==> src/hdl/iss_pkg.sv <==
`timescale 1ns / 1ps
// ----------------------------------------------------------------------------
// iss_pkg
// Shared types and constants of the IMU sample segmenter.
// ----------------------------------------------------------------------------
package iss_pkg;

  localparam int CHANNELS  = 6;
  localparam int SEG_BITS  = 5;   // segment_index field
  localparam int CNT_BITS  = 6;   // segment counter / segment_count register
  localparam int CFG_BITS  = 32;  // widest configuration register
  localparam int IDX_BITS  = 2;   // configuration register index
  localparam int WGT_BITS  = 17;  // interpolation weight, 0..65536
  localparam int WGT_FRAC  = 16;

  // configuration register indexes
  localparam logic [IDX_BITS-1:0] REG_START_TIME = 2'd0;
  localparam logic [IDX_BITS-1:0] REG_SEG_LENGTH = 2'd1;
  localparam logic [IDX_BITS-1:0] REG_END_TIME   = 2'd2;
  localparam logic [IDX_BITS-1:0] REG_SEG_COUNT  = 2'd3;

  // back end sequencer
  typedef enum logic [3:0] {
    B_IDLE, B_CLASS, B_BND, B_CMP, B_INTERP, B_EMIT1, B_EMIT2, B_FIN, B_LAST
  } back_state_t;

  // interpolation unit
  typedef enum logic [1:0] {
    I_IDLE, I_SET, I_DIV, I_MUL
  } interp_state_t;

  // which record the sequencer emits
  typedef enum logic [1:0] {
    SRC_HELD, SRC_BND, SRC_NEW
  } emit_src_t;

  // sequencer control for one cycle
  typedef struct packed {
    logic      pop;
    logic      emit;
    emit_src_t src;
    logic      interp_start;
  } back_ctl_t;

endpackage

==> src/hdl/iss_front.sv <==
`timescale 1ns / 1ps
// ----------------------------------------------------------------------------
// iss_front
// Input side: accepts sample words and queues them, two deep, for the back end.
// ----------------------------------------------------------------------------
module iss_front #(
  parameter int TIME_BITS   = 32,
  parameter int SAMPLE_BITS = 16,
  parameter int IN_DW       = 128
) (
  input  logic                    clk,
  input  logic                    rst,
  input  logic                    s_tvalid,
  output logic                    s_tready,
  input  logic [IN_DW-1:0]        s_tdata,
  input  logic                    s_tuser,
  output logic                    q_valid,
  input  logic                    q_pop,
  output logic                    q_fob,
  output logic [TIME_BITS-1:0]    q_time,
  output logic signed [SAMPLE_BITS-1:0] q_ch [iss_pkg::CHANNELS]
);
  import iss_pkg::*;

  localparam int ITEM_W = 1 + TIME_BITS + CHANNELS * SAMPLE_BITS;

  logic [ITEM_W-1:0] slot [2];
  logic              wr_ptr;
  logic              rd_ptr;
  logic [1:0]        count;
  logic              push;
  logic              pop;
  logic [ITEM_W-1:0] head;

  assign s_tready = (count != 2'd2);
  assign push     = s_tvalid && s_tready;
  assign q_valid  = (count != 2'd0);
  assign pop      = q_pop && q_valid;
  assign head     = slot[rd_ptr];

  // tag each word with its batch flag and store it
  always_ff @(posedge clk) begin
    if (push) begin
      slot[wr_ptr] <= {s_tdata[TIME_BITS+CHANNELS*SAMPLE_BITS-1:0], s_tuser};
    end
  end

  always_ff @(posedge clk) begin
    if (rst) begin
      wr_ptr <= 1'b0;
      rd_ptr <= 1'b0;
      count  <= 2'd0;
    end else begin
      if (push) wr_ptr <= ~wr_ptr;
      if (pop)  rd_ptr <= ~rd_ptr;
      count <= count + 2'(push) - 2'(pop);
    end
  end

  // unpack the head entry
  assign q_fob  = head[0];
  assign q_time = head[TIME_BITS:1];
  always_comb begin
    for (int i = 0; i < CHANNELS; i++) begin
      q_ch[i] = head[1 + TIME_BITS + i*SAMPLE_BITS +: SAMPLE_BITS];
    end
  end

endmodule

==> src/hdl/iss_interp.sv <==
`timescale 1ns / 1ps
// ----------------------------------------------------------------------------
// iss_interp
// Boundary interpolation: bit-serial weight division, then one channel blend
// per cycle through a shared multiplier.
// ----------------------------------------------------------------------------
module iss_interp #(
  parameter int TIME_BITS   = 32,
  parameter int SAMPLE_BITS = 16
) (
  input  logic                          clk,
  input  logic                          rst,
  input  logic                          start,
  input  logic [TIME_BITS-1:0]          held_time,
  input  logic [TIME_BITS-1:0]          new_time,
  input  logic [TIME_BITS-1:0]          bnd_time,
  input  logic signed [SAMPLE_BITS-1:0] held_ch [iss_pkg::CHANNELS],
  input  logic signed [SAMPLE_BITS-1:0] new_ch  [iss_pkg::CHANNELS],
  output logic                          done,
  output logic signed [SAMPLE_BITS-1:0] res     [iss_pkg::CHANNELS]
);
  import iss_pkg::*;

  localparam int ACC_W = SAMPLE_BITS + 19;

  interp_state_t state, state_next;

  logic [TIME_BITS-1:0] gap;
  logic [TIME_BITS:0]   rem;
  logic [WGT_BITS-1:0]  wgt;
  logic [4:0]           step;
  logic [2:0]           chan;

  logic [TIME_BITS-1:0] gap_c;
  logic [TIME_BITS-1:0] num_c;
  logic [TIME_BITS-1:0] num_cl;
  logic                 ge;
  logic [TIME_BITS:0]   rem_sub;
  logic signed [SAMPLE_BITS:0] diff;
  logic signed [ACC_W-1:0]     prod;
  logic signed [ACC_W-1:0]     acc;

  // gap and clamped numerator
  always_comb begin
    gap_c  = (new_time > held_time) ? (new_time - held_time) : TIME_BITS'(1);
    num_c  = (bnd_time > held_time) ? (bnd_time - held_time) : '0;
    num_cl = (num_c > gap_c) ? gap_c : num_c;
  end

  // restoring division step
  assign ge      = (rem >= {1'b0, gap});
  assign rem_sub = ge ? (rem - {1'b0, gap}) : rem;

  // blend: held*65536 + (new - held)*w + half, floor by 65536
  assign diff = $signed({new_ch[chan][SAMPLE_BITS-1], new_ch[chan]})
              - $signed({held_ch[chan][SAMPLE_BITS-1], held_ch[chan]});
  assign prod = ACC_W'(diff) * ACC_W'($signed({1'b0, wgt}));
  assign acc  = (ACC_W'(held_ch[chan]) <<< WGT_FRAC) + prod
              + ACC_W'(1 << (WGT_FRAC - 1));

  // next state
  always_comb begin
    state_next = state;
    unique case (state)
      I_IDLE: if (start) state_next = I_SET;
      I_SET:  state_next = I_DIV;
      I_DIV:  if (step == 5'(WGT_BITS - 1)) state_next = I_MUL;
      I_MUL:  if (chan == 3'(CHANNELS - 1)) state_next = I_IDLE;
      default: state_next = I_IDLE;
    endcase
  end

  always_ff @(posedge clk) begin
    if (rst) begin
      state <= I_IDLE;
      done  <= 1'b0;
    end else begin
      state <= state_next;
      done  <= (state == I_MUL) && (chan == 3'(CHANNELS - 1));
    end
  end

  // datapath
  always_ff @(posedge clk) begin
    case (state)
      I_SET: begin
        gap  <= gap_c;
        rem  <= {1'b0, num_cl};
        wgt  <= '0;
        step <= '0;
      end
      I_DIV: begin
        wgt  <= {wgt[WGT_BITS-2:0], ge};
        rem  <= {rem_sub[TIME_BITS-1:0], 1'b0};
        step <= step + 5'd1;
        chan <= '0;
      end
      I_MUL: begin
        res[chan] <= acc[WGT_FRAC +: SAMPLE_BITS];
        chan      <= chan + 3'd1;
      end
      default: ;
    endcase
  end

endmodule

==> src/hdl/iss_back.sv <==
`timescale 1ns / 1ps
// ----------------------------------------------------------------------------
// iss_back
// Back end: walks segment boundaries for each queued sample, emits result
// words through a one-deep staging register and an output register.
// ----------------------------------------------------------------------------
module iss_back #(
  parameter int TIME_BITS    = 32,
  parameter int SAMPLE_BITS  = 16,
  parameter int OUT_DW       = 136
) (
  input  logic                          clk,
  input  logic                          rst,
  input  logic [iss_pkg::CFG_BITS-1:0]  start_time,
  input  logic [iss_pkg::CFG_BITS-1:0]  segment_length,
  input  logic [iss_pkg::CFG_BITS-1:0]  end_time,
  input  logic [iss_pkg::CNT_BITS-1:0]  seg_used,
  input  logic                          q_valid,
  output logic                          q_pop,
  input  logic                          q_fob,
  input  logic [TIME_BITS-1:0]          q_time,
  input  logic signed [SAMPLE_BITS-1:0] q_ch [iss_pkg::CHANNELS],
  output logic                          m_tvalid,
  input  logic                          m_tready,
  output logic [OUT_DW-1:0]             m_tdata,
  output logic                          m_tlast
);
  import iss_pkg::*;

  localparam int REC_W = SEG_BITS + TIME_BITS + CHANNELS * SAMPLE_BITS;
  localparam int BW    = ((TIME_BITS > CFG_BITS) ? TIME_BITS : CFG_BITS) + 7;
  localparam int PW    = CFG_BITS + CNT_BITS;

  back_state_t state, state_next;
  back_ctl_t   ctl;

  // current item
  logic                          it_fob;
  logic [TIME_BITS-1:0]          it_time;
  logic signed [SAMPLE_BITS-1:0] it_ch [CHANNELS];
  // segmenter state
  logic [TIME_BITS-1:0]          held_time;
  logic signed [SAMPLE_BITS-1:0] held_ch [CHANNELS];
  logic [CNT_BITS-1:0]           cur_seg;
  logic                          have_held;
  logic                          first_emitted;
  // boundary sample
  logic [BW-1:0]                 bnd;
  logic signed [SAMPLE_BITS-1:0] bs_ch [CHANNELS];
  // staging and output registers
  logic                          stg_valid;
  logic [REC_W-1:0]              stg_rec;
  logic                          out_valid;
  logic [REC_W-1:0]              out_rec;
  logic                          out_last;

  logic                          out_free;
  logic                          go;
  logic [CNT_BITS-1:0]           seg_next;
  logic [PW-1:0]                 bnd_prod;
  logic [BW-1:0]                 bnd_c;
  logic [BW-1:0]                 t_wide;
  logic                          interp_done;
  logic signed [SAMPLE_BITS-1:0] interp_res [CHANNELS];
  logic [REC_W-1:0]              rec;
  logic                          skip_item;

  assign out_free  = !out_valid || m_tready;
  assign go        = !stg_valid || out_free;
  assign seg_next  = cur_seg + CNT_BITS'(1);
  assign t_wide    = BW'(it_time);
  assign skip_item = it_fob || !have_held || (cur_seg >= seg_used);

  // boundary tick of seg_next
  assign bnd_prod = PW'(segment_length) * PW'(seg_next);
  assign bnd_c    = (seg_next < seg_used) ? (BW'(start_time) + BW'(bnd_prod))
                                          : BW'(end_time);

  iss_interp #(
    .TIME_BITS  (TIME_BITS),
    .SAMPLE_BITS(SAMPLE_BITS)
  ) u_interp (
    .clk      (clk),
    .rst      (rst),
    .start    (ctl.interp_start),
    .held_time(held_time),
    .new_time (it_time),
    .bnd_time (bnd[TIME_BITS-1:0]),
    .held_ch  (held_ch),
    .new_ch   (it_ch),
    .done     (interp_done),
    .res      (interp_res)
  );

  // next state
  always_comb begin
    state_next = state;
    unique case (state)
      B_IDLE:   if (q_valid) state_next = B_CLASS;
      B_CLASS: begin
        if (skip_item)           state_next = B_IDLE;
        else if (first_emitted)  state_next = B_BND;
        else if (go)             state_next = B_BND;
      end
      B_BND:    state_next = B_CMP;
      B_CMP: begin
        if (bnd > t_wide)        state_next = B_FIN;
        else if (bnd == t_wide)  state_next = B_EMIT1;
        else                     state_next = B_INTERP;
      end
      B_INTERP: if (interp_done) state_next = B_EMIT1;
      B_EMIT1:  if (go) state_next = (seg_next < seg_used) ? B_EMIT2 : B_LAST;
      B_EMIT2:  if (go) state_next = B_BND;
      B_FIN:    if (go) state_next = B_LAST;
      B_LAST:   if (!stg_valid || out_free) state_next = B_IDLE;
      default:  state_next = B_IDLE;
    endcase
  end

  // control outputs
  always_comb begin
    ctl = '{pop: 1'b0, emit: 1'b0, src: SRC_HELD, interp_start: 1'b0};
    unique case (state)
      B_IDLE:   ctl.pop = q_valid;
      B_CLASS:  ctl.emit = !skip_item && !first_emitted;
      B_CMP:    ctl.interp_start = (bnd < t_wide);
      B_EMIT1, B_EMIT2: begin
        ctl.emit = 1'b1;
        ctl.src  = SRC_BND;
      end
      B_FIN: begin
        ctl.emit = 1'b1;
        ctl.src  = SRC_NEW;
      end
      default: ;
    endcase
  end

  assign q_pop = ctl.pop;

  // record to emit
  always_comb begin
    rec = '0;
    rec[SEG_BITS-1:0] = cur_seg[SEG_BITS-1:0];
    case (ctl.src)
      SRC_HELD: begin
        rec[SEG_BITS +: TIME_BITS] = held_time;
        for (int i = 0; i < CHANNELS; i++)
          rec[SEG_BITS + TIME_BITS + i*SAMPLE_BITS +: SAMPLE_BITS] = held_ch[i];
      end
      SRC_BND: begin
        rec[SEG_BITS +: TIME_BITS] = bnd[TIME_BITS-1:0];
        for (int i = 0; i < CHANNELS; i++)
          rec[SEG_BITS + TIME_BITS + i*SAMPLE_BITS +: SAMPLE_BITS] = bs_ch[i];
      end
      default: begin
        rec[SEG_BITS +: TIME_BITS] = it_time;
        for (int i = 0; i < CHANNELS; i++)
          rec[SEG_BITS + TIME_BITS + i*SAMPLE_BITS +: SAMPLE_BITS] = it_ch[i];
      end
    endcase
  end

  // control state
  always_ff @(posedge clk) begin
    if (rst) begin
      state         <= B_IDLE;
      cur_seg       <= '0;
      have_held     <= 1'b0;
      first_emitted <= 1'b0;
      stg_valid     <= 1'b0;
      out_valid     <= 1'b0;
    end else begin
      state <= state_next;
      // output register loads from staging, or drains when taken
      if ((ctl.emit && go && stg_valid) ||
          (state == B_LAST && stg_valid && out_free)) begin
        out_valid <= 1'b1;
      end else if (out_valid && m_tready) begin
        out_valid <= 1'b0;
      end
      // emit: new word is staged
      if (ctl.emit && go) begin
        stg_valid <= 1'b1;
      end
      if (state == B_LAST && stg_valid && out_free) begin
        stg_valid <= 1'b0;
      end
      if (state == B_CLASS) begin
        if (it_fob || !have_held) begin
          cur_seg       <= '0;
          have_held     <= 1'b1;
          first_emitted <= 1'b0;
        end else if (ctl.emit && go) begin
          first_emitted <= 1'b1;
        end
      end
      if (state == B_EMIT1 && go) cur_seg <= seg_next;
    end
  end

  // payload
  always_ff @(posedge clk) begin
    if (ctl.pop) begin
      it_fob  <= q_fob;
      it_time <= q_time;
      it_ch   <= q_ch;
    end
    if (state == B_CLASS && (it_fob || !have_held)) begin
      held_time <= it_time;
      held_ch   <= it_ch;
    end
    if (state == B_BND) bnd <= bnd_c;
    if (state == B_CMP && bnd == t_wide) bs_ch <= it_ch;
    if (state == B_INTERP && interp_done) bs_ch <= interp_res;
    if (state == B_EMIT1 && go) begin
      held_time <= bnd[TIME_BITS-1:0];
      held_ch   <= bs_ch;
    end
    if (state == B_FIN && go) begin
      held_time <= it_time;
      held_ch   <= it_ch;
    end
    if (ctl.emit && go) begin
      stg_rec <= rec;
      if (stg_valid) begin
        out_rec  <= stg_rec;
        out_last <= 1'b0;
      end
    end
    if (state == B_LAST && stg_valid && out_free) begin
      out_rec  <= stg_rec;
      out_last <= 1'b1;
    end
  end

  assign m_tvalid = out_valid;
  assign m_tdata  = OUT_DW'(out_rec);
  assign m_tlast  = out_last;

endmodule

==> src/hdl/imu_sample_segmenter.sv <==
`timescale 1ns / 1ps
// ----------------------------------------------------------------------------
// imu_sample_segmenter
// Sorts time-stamped six-axis IMU samples into time segments, emitting
// linearly interpolated samples at each crossed segment boundary.
// ----------------------------------------------------------------------------
// Boundary work: each interpolated boundary runs a 17-step weight division, then one
//   channel blend per cycle on a shared multiplier; an exact hit skips interpolation.
// Throughput: the back end finishes one sample, with its boundary work and any output
//   stalls, before it takes the next; a two-deep input queue absorbs bursts.
// Reset: synchronous, clears queue, batch state and configuration to defaults.
module imu_sample_segmenter #(
  parameter int MAX_SEGMENTS = 32,
  parameter int TIME_BITS    = 32,
  parameter int SAMPLE_BITS  = 16
) (
  input  logic                                 clk,
  input  logic                                 rst,
  // slave stream
  input  logic                                 s_tvalid,
  output logic                                 s_tready,
  // sample_time, accel_x, accel_y, accel_z, gyro_x, gyro_y, gyro_z
  input  logic [((TIME_BITS+6*SAMPLE_BITS+7)/8)*8-1:0] s_tdata,
  // first_of_batch
  input  logic                                 s_tuser,
  // master stream
  output logic                                 m_tvalid,
  input  logic                                 m_tready,
  // segment_index, out_time, out_accel_x..z, out_gyro_x..z
  output logic [((5+TIME_BITS+6*SAMPLE_BITS+7)/8)*8-1:0] m_tdata,
  // last_of_run
  output logic                                 m_tlast,
  // configuration
  input  logic                                 cfg_we,
  input  logic [iss_pkg::IDX_BITS-1:0]         cfg_index,
  input  logic [iss_pkg::CFG_BITS-1:0]         cfg_data
);
  import iss_pkg::*;

  localparam int IN_DW  = ((TIME_BITS + CHANNELS*SAMPLE_BITS + 7) / 8) * 8;
  localparam int OUT_DW = ((SEG_BITS + TIME_BITS + CHANNELS*SAMPLE_BITS + 7) / 8) * 8;

  logic [CFG_BITS-1:0] start_time;
  logic [CFG_BITS-1:0] segment_length;
  logic [CFG_BITS-1:0] end_time;
  logic [CNT_BITS-1:0] segment_count;
  logic [CNT_BITS-1:0] seg_used;

  logic                          q_valid;
  logic                          q_pop;
  logic                          q_fob;
  logic [TIME_BITS-1:0]          q_time;
  logic signed [SAMPLE_BITS-1:0] q_ch [CHANNELS];

  // configuration registers
  always_ff @(posedge clk) begin
    if (rst) begin
      start_time     <= '0;
      segment_length <= CFG_BITS'(1000);
      end_time       <= CFG_BITS'(32000);
      segment_count  <= CNT_BITS'(32);
    end else if (cfg_we) begin
      unique case (cfg_index)
        REG_START_TIME: start_time     <= cfg_data;
        REG_SEG_LENGTH: segment_length <= cfg_data;
        REG_END_TIME:   end_time       <= cfg_data;
        REG_SEG_COUNT:  segment_count  <= cfg_data[CNT_BITS-1:0];
        default: ;
      endcase
    end
  end

  // segments in use, saturated
  assign seg_used = (segment_count > CNT_BITS'(MAX_SEGMENTS)) ? CNT_BITS'(MAX_SEGMENTS)
                                                              : segment_count;

  iss_front #(
    .TIME_BITS  (TIME_BITS),
    .SAMPLE_BITS(SAMPLE_BITS),
    .IN_DW      (IN_DW)
  ) u_front (
    .clk     (clk),
    .rst     (rst),
    .s_tvalid(s_tvalid),
    .s_tready(s_tready),
    .s_tdata (s_tdata),
    .s_tuser (s_tuser),
    .q_valid (q_valid),
    .q_pop   (q_pop),
    .q_fob   (q_fob),
    .q_time  (q_time),
    .q_ch    (q_ch)
  );

  iss_back #(
    .TIME_BITS   (TIME_BITS),
    .SAMPLE_BITS (SAMPLE_BITS),
    .OUT_DW      (OUT_DW)
  ) u_back (
    .clk           (clk),
    .rst           (rst),
    .start_time    (start_time),
    .segment_length(segment_length),
    .end_time      (end_time),
    .seg_used      (seg_used),
    .q_valid       (q_valid),
    .q_pop         (q_pop),
    .q_fob         (q_fob),
    .q_time        (q_time),
    .q_ch          (q_ch),
    .m_tvalid      (m_tvalid),
    .m_tready      (m_tready),
    .m_tdata       (m_tdata),
    .m_tlast       (m_tlast)
  );

endmodule
==> config.mk <==
export PLATFORM = sky130hd
export DESIGN_NAME = imu_sample_segmenter
export DESIGN_NICKNAME = d
export VERILOG_FILES = /design/src/hdl/iss_pkg.sv /design/src/hdl/iss_front.sv /design/src/hdl/iss_interp.sv /design/src/hdl/iss_back.sv /design/src/hdl/imu_sample_segmenter.sv
export SDC_FILE = /design/constraint.sdc
export NUM_CORES = 2
export LEC_CHECK = 0
export BUFFER_PORTS_ARGS = -buffer_cell sky130_fd_sc_hd__buf_2
export CAP_MARGIN = 20
export CORE_UTILIZATION = 55
export DETAILED_ROUTE_END_ITERATION = 6
export PLACE_DENSITY = 0.72
export SLEW_MARGIN = 10
export SYNTH_ARGS = -nofsm -noshare
export SYNTH_HDL_FRONTEND = slang
export SYNTH_SLANG_ARGS = --single-unit
==> constraint.sdc <==
create_clock -name clk -period 14.05 [get_ports clk]
set_input_delay 1.405 -clock clk [delete_from_list [all_inputs] [get_ports clk]]
set_output_delay 1.405 -clock clk [all_outputs]
set_load 0.05 [all_outputs]
== Word-level counts from Yosys, hierarchy flattened ==
Memories as Yosys holds them, arrays and structs flattened. A register that Yosys moved wholly into a read port is not among the register bits.
Cells that the tools add are included.
Operators by class
  multiplexer cells: 60
  $add $sub $neg: 12
  order comparisons: 11
  reductions and logical operators: 54
  equal/unequal tests: 27
  bitwise logic cells: 3
  $mul: 2
Operators with widths (number)
  $mux 96: 5
  $mux 133: 3
  $mux 32: 8
  $pmux 128 s2: 1
  $bmux 16 s3: 2
  $bwmux 96: 1
  $gt 32x32->1: 3
  $sub 32x32->32: 3
  $mux 16: 5
  $pmux 33 s2: 1
  $demux 16 s3: 1
  $mux 4: 10
  $add 32x38->39: 1
  $eq 39x32->1: 1
  $gt 39x32->1: 1
  $lt 39x32->1: 1
  $mul 32x6->38: 1
  $pmux 4 s9: 1
  $pmux 17 s2: 1
  $ge 33x32->1: 1
  $add 32x17->32 const B: 1
  $add 32x32->32: 1
  $mul 17x18->32: 1
  $mux 6: 4
  other kinds (42): 111
Word-level totals
  logic and storage cells: 214
  memory bits (writable): 258
  output and inout bits: 139
  register bits after elaboration: 839
  bits of input ports: 168
  memories: 1
Memory list
  u_front.slot: depth 2, width 129, read ports 1, clocked after memory_dff 1, write ports 1, line iss_front.sv:27  | logic [ITEM_W-1:0] slot [2];

== Longest topological paths before layout ==
  word-level depth: 11
  depth in mapped cells: 41
  mapped depth without buffers: 37

== Modules after synthesis ==
A second synthesis with hierarchy kept.
Second synthesis, totals
  cell total of the unflattened synthesis: 6285
  area total of the unflattened synthesis: 72844.9 um^2
Modules (own cells, without submodules)
  iss_back: seq. area each 20059.2 um^2, times used 1, area each 33910.0 um^2, cells an instance 2686
  iss_interp: seq. area each 5645.4 um^2, times used 1, area each 25192.9 um^2, cells an instance 2784
  iss_front: seq. area each 7847.5 um^2, times used 1, area each 9579.2 um^2, cells an instance 425
  imu_sample_segmenter: seq. area each 2042.0 um^2, times used 1, area each 4162.7 um^2, cells an instance 390

== Worst setup path after synthesis ==
OpenSTA, ideal clock, no wires.
  path kind: flip-flop to flip-flop
  start: register u_back.state[2]
  end: register u_front.count[1]
  period minus slack after synthesis: 11.381 ns
  setup time: 0.128 ns
  data required time: 13.922 ns
  path buffers: 1
  arrival time: 11.254 ns
  stages on the path, launching flop included: 9
  path slack: 2.669 ns
  cells stage by stage: dfxtp_1 > clkbuf_1 > nor3_1 > ha_1 > inv_1 > ha_1 > xor2_1 > xnor2_1 > nor2_1
On the way
  word-level cells in the longest chain between the ends: 4
RTL lines
  start, declared: line iss_back.sv:34  | back_state_t state, state_next;
  start signal, assigned: line iss_back.sv:174  | state <= state_next;
  $logic_not 4->1: line iss_back.sv:123  | unique case (state)
  $mux 1: line iss_back.sv:123
  net q_pop: line imu_sample_segmenter.sv:50  | logic q_pop;
  $logic_and 1x1->1: line iss_front.sv:38  | assign pop = q_pop && q_valid;
  $sub 2x1->2: line iss_front.sv:56  | count <= count + 2'(push) - 2'(pop);
  end signal, assigned: line iss_front.sv:56
  end, declared: line iss_front.sv:30  | logic [1:0] count;
The timed path passes the listed nets, and every way through them passes these cells.
A chain may end at the register's enable or synchronous reset.

== Worst setup path after layout ==
  start: register u_back.u_interp.chan[2]
  end: register u_back.u_interp.res[95] (netlist name) (data pin)
On the way
  word-level cells in the longest chain between the ends: 9
  elaborated cells between the ends (all ways): 17
  classes of those cells: add/sub: 3; mul: 1; order compare: 2; mux: 9; bitwise: 1; reduce/logical: 1
RTL lines
  start, declared: line iss_interp.sv:32  | logic [2:0] chan;
  start signal, assigned: line iss_interp.sv:100  | chan <= chan + 3'd1;
  $not 3->4 (not written as such) *: line iss_interp.sv:55, iss_interp.sv:56, iss_interp.sv:58
  $bmux 16 s3 (on tied branches): line iss_interp.sv:55, iss_interp.sv:56, iss_interp.sv:58
  $mux 16 (on tied branches) (2 in a row): line iss_interp.sv:55, iss_interp.sv:56, iss_interp.sv:58
  $sub 16x16->17: line iss_interp.sv:56  | - $signed({held_ch[chan][SAMPLE_BITS-1], held_ch[chan]});
  $mul 17x18->32: line iss_interp.sv:57  | assign prod = ACC_W'(diff) * ACC_W'($signed({1'b0, wgt}));
  $add 32x32->32 *: line iss_interp.sv:58  | assign acc = (ACC_W'(held_ch[chan]) <<< WGT_FRAC) + prod
  $add 32x17->32 *: line iss_interp.sv:59  | + ACC_W'(1 << (WGT_FRAC - 1));
  net u_back.u_interp.acc[31]: line iss_interp.sv:41  | logic signed [ACC_W-1:0] acc;
  $bwmux 96 *: line iss_interp.sv:99  | res[chan] <= acc[WGT_FRAC +: SAMPLE_BITS];
  end signal, assigned by index: line iss_interp.sv:99
  end, declared: line iss_interp.sv:20  | output logic signed [SAMPLE_BITS-1:0] res [iss_pkg::CHANNELS]
The timed path passes the listed nets; every way through them passes the cells marked *. The select of a mux whose other input is x is not followed.

==> results_dict.tcl <==
set metrics [dict create \
    outcome "complete, but fails checks" \
    violations "design-rule violations" \
    period_minus_slack_ps 11690 \
    track_usage_pct 29.2 \
    fin_area_um2 78700 \
    hold_end "u_back.out_rec[46]" \
    core_region_area_um2 128000 \
    setup_viol 0 \
    critical-path-max-stage-delay_ps 820 \
    crit_top_cell "fa_1" \
    met1Wirelength_um 80000 \
    hold_viol_final 0 \
    rsz0062_at_grt "false" \
    async_reset_ff_share_pct 0 \
    hold_depth 0 \
    cts_root_buffer "clkbuf_16" \
    cts_made_buffers 131 \
    final_max_slew_viol_count 0 \
    drt_iter0_drc 5523 \
    grt_max_degree 131 \
    insertion_delay_ps 810 \
    synth_top_area_share_pct 46.6 \
    gp_congestion 0.967 \
    period_share_pct 83.2 \
    synth_top_family_by_area "adder cells" \
    met3_length_um 17500 \
    area_growth_pct 11.0 \
    ys_ff_latch 1226 \
    multiInputGateArea_um2 31800 \
    ant_nets 0 \
    synth_area_um2 70900 \
    drcViolationCount 6 \
    start_util_pct 55.6 \
    port_buffers 303 \
    regArea_um2 35600 \
    critPathLaunchType "register" \
    synth_xor_area_share_pct 1.80 \
    slowest_stage "nor2b_4" \
    cts_setup_buffers 0 \
    cp_max_fo 71 \
    wl_met2_um 87200 \
    wl_per_cell_um 23.3 \
    worst_pin_slew_ps 1190 \
    antenna_found_initial 5 \
    nNetsFinal 7351 \
    endpoint_kind "register" \
    io_pins 307 \
    top_layer_used "met5" \
    cts_buffer_depth 3 \
    synth_mux_area_share_pct 4.77 \
    drive_gt1_share_pct 13.3 \
    vias 48284 \
    cts_hold_buffers 0 \
    hold_class "register to register" \
    slew_headroom_pct 19.9 \
    dr.pass1.iters 7 \
    cts_resized 0 \
    synthCells 6167 \
    drv_cap 0 \
    fin_skew_ps 62.6 \
    grt_pass1_wl_um 290000 \
    via_per_inst 5.90 \
    synth_compound_area_share_pct 9.44 \
    critPathArrivalTime_ps 12250 \
    whs_ps 402 \
    cts_tree "done" \
    yosysWarnings 0 \
    place_hpwl_um 139000 \
    synth_top_area_cell "edfxtp_1" \
    synth-adder-area-share_pct 17.7 \
    die_height_um 361 \
    timing.rr.end "u_back.u_interp.res[95]" \
    rows 131 \
    nFillCells 9965 \
    utilization_pct 61.7 \
    synth_area_leaders "edfxtp_1, fa_1, ha_1, nand2_1, inv_1" \
    placed_cell_area_um2 74300 \
    cts_htree_levels 4 \
    avgSynthCellArea_um2 11.5 \
    yosysUniqueCellTypes 89 \
    synth-edff-count 1102 \
    reg2reg_from "u_back.u_interp.chan[2]" \
    reg2regPathDepth 32 \
    max_freq_ghz 0.0856 \
    rrSetupSlack_ps 2360 \
    grt_pass1_vias 48199 \
    synth_seq_area_share_pct 50.1 \
    die_area_um2 130000 \
    hold_start "u_back.stg_rec[46]" \
    grt.overflow.total 0 \
    path_clk_slew_ps 60 \
    crit_type "register to register" \
    cp_data_required_time_ps 14610 \
    cts.sinks 1226 \
    finalSetupTns_ps 0 \
    wl_um 190000 \
    synth_ff_type "edfxtp_1" \
    synth_simple_gate_area_share_pct 10.8 \
    die_x_um 361 \
]
==> layout make-up <==
class	instances	share of cell area, %
Inverter	731	3.49
Sequential cell	1226	45.2
Timing Repair Buffer	378	2.71
Multi-Input combinational cell	3946	40.4
Tap cell	1662	2.64
Antenna cell	1	0.00318
Clock buffer	163	4.33
Clock inverter	72	1.27
==> metal layers <==
layer / global-route usage [%] / up-vias
met5: 0 / -
met4: 9.22 / 2
met3: 5.84 / 320
met2: 45.5 / 2201
met1: 41.4 / 23815
li1: - / 21946
==> per-stage QoR <==
step,worst slack [ps],std cells
final,2360,8179
after global routing,1760,8178
after CTS,2580,8175
after detailed placement,2600,7940
after global placement,2470,7938
after floorplan,2670,6169
==> cells by family after synthesis <==
family          after synthesis
buf+inv                     997
other cells                   1
simple gates               1727
mux                         309
xor+xnor                    146
fa+ha+maj                   769
flops                      1226
compound gates              992
==> worst max-delay path by stage <==
stage	end	cells after the start	startpoint	slack, ps
floorplan	u_front.count[1]	8	u_back.state[2]	2670
CTS	u_back.u_interp.res[95]	37	u_back.u_interp.chan[2]	2580
global placement	u_back.u_interp.res[95]	31	u_back.u_interp.chan[2]	2470
global route	u_back.u_interp.res[47]	37	u_back.u_interp.chan[2]	1760
finish	u_back.u_interp.res[95]	32	u_back.u_interp.chan[2]	2360
detailed placement	u_back.u_interp.res[95]	37	u_back.u_interp.chan[2]	2600
==> worst max-delay path: cells and delay by family (launching register included) <==
family                   cells  cell delay [ps]
AO/OA/AOI/OAI               15             4360
XOR/XNOR                     2              840
adder cells (fa/ha/maj)      8             3610
buffers and inverters        4             1290
flip-flops                   1              330
AND/OR/NAND/NOR              3              980
==> sequential cells by signal (all words and copies together), names as in the netlist, 4 cells and up <==
register and flops:
u_back.bs_ch 96, u_back.u_interp.rem 33, u_front.slot 258, u_back.u_interp.wgt 17
u_back.u_interp.step 5, u_back.state 4, segment_length 32, u_back.it_ch 96
start_time 32, u_back.it_time 32, u_back.out_rec 133, u_back.stg_rec 133
u_back.u_interp.res 96, u_back.u_interp.gap 32, u_back.held_time 32, segment_count 6
u_back.bnd 39, end_time 32, u_back.held_ch 96, u_back.cur_seg 6
==> cells in the mapped netlist, drive strengths merged (65+ instances only) <==
| cell type | instances |
|---|---|
| clkbuf | 228 |
| edfxtp | 1102 |
| a21o | 65 |
| mux2i | 77 |
| dfxtp | 124 |
| nor2 | 223 |
| ha | 376 |
| a222oi | 128 |
| nor2b | 65 |
| fa | 393 |
| xnor2 | 92 |
| a21oi | 299 |
| mux2 | 232 |
| inv | 731 |
| nand2 | 1036 |
| and2 | 140 |
| o21ai | 205 |
==> cell usage in the layout (no fill, tap or decap), types with 26 or more instances in the layout <==
cell type / n
a31oi_1: 28
nand3_1: 36
nand2b_1: 34
xnor2_1: 89
nor3_1: 52
nor2_1: 217
clkbuf_16: 131
clkbuf_1: 31
ha_1: 374
nand2_1: 1034
o211ai_1: 35
o21ai_0: 195
nand4_1: 26
buf_2: 302
buf_4: 70
mux2i_1: 77
a222oi_1: 128
o21a_1: 37
nor2b_1: 64
dfxtp_1: 123
fa_1: 393
mux2_2: 232
a211oi_1: 53
xor2_1: 52
edfxtp_1: 1102
inv_1: 731
a21oi_1: 296
and2_1: 139
a21o_1: 64
Power is left out: the tool's default activity adds up to more than one toggle a clock period on the data nets, which glitch-free logic cannot reach.
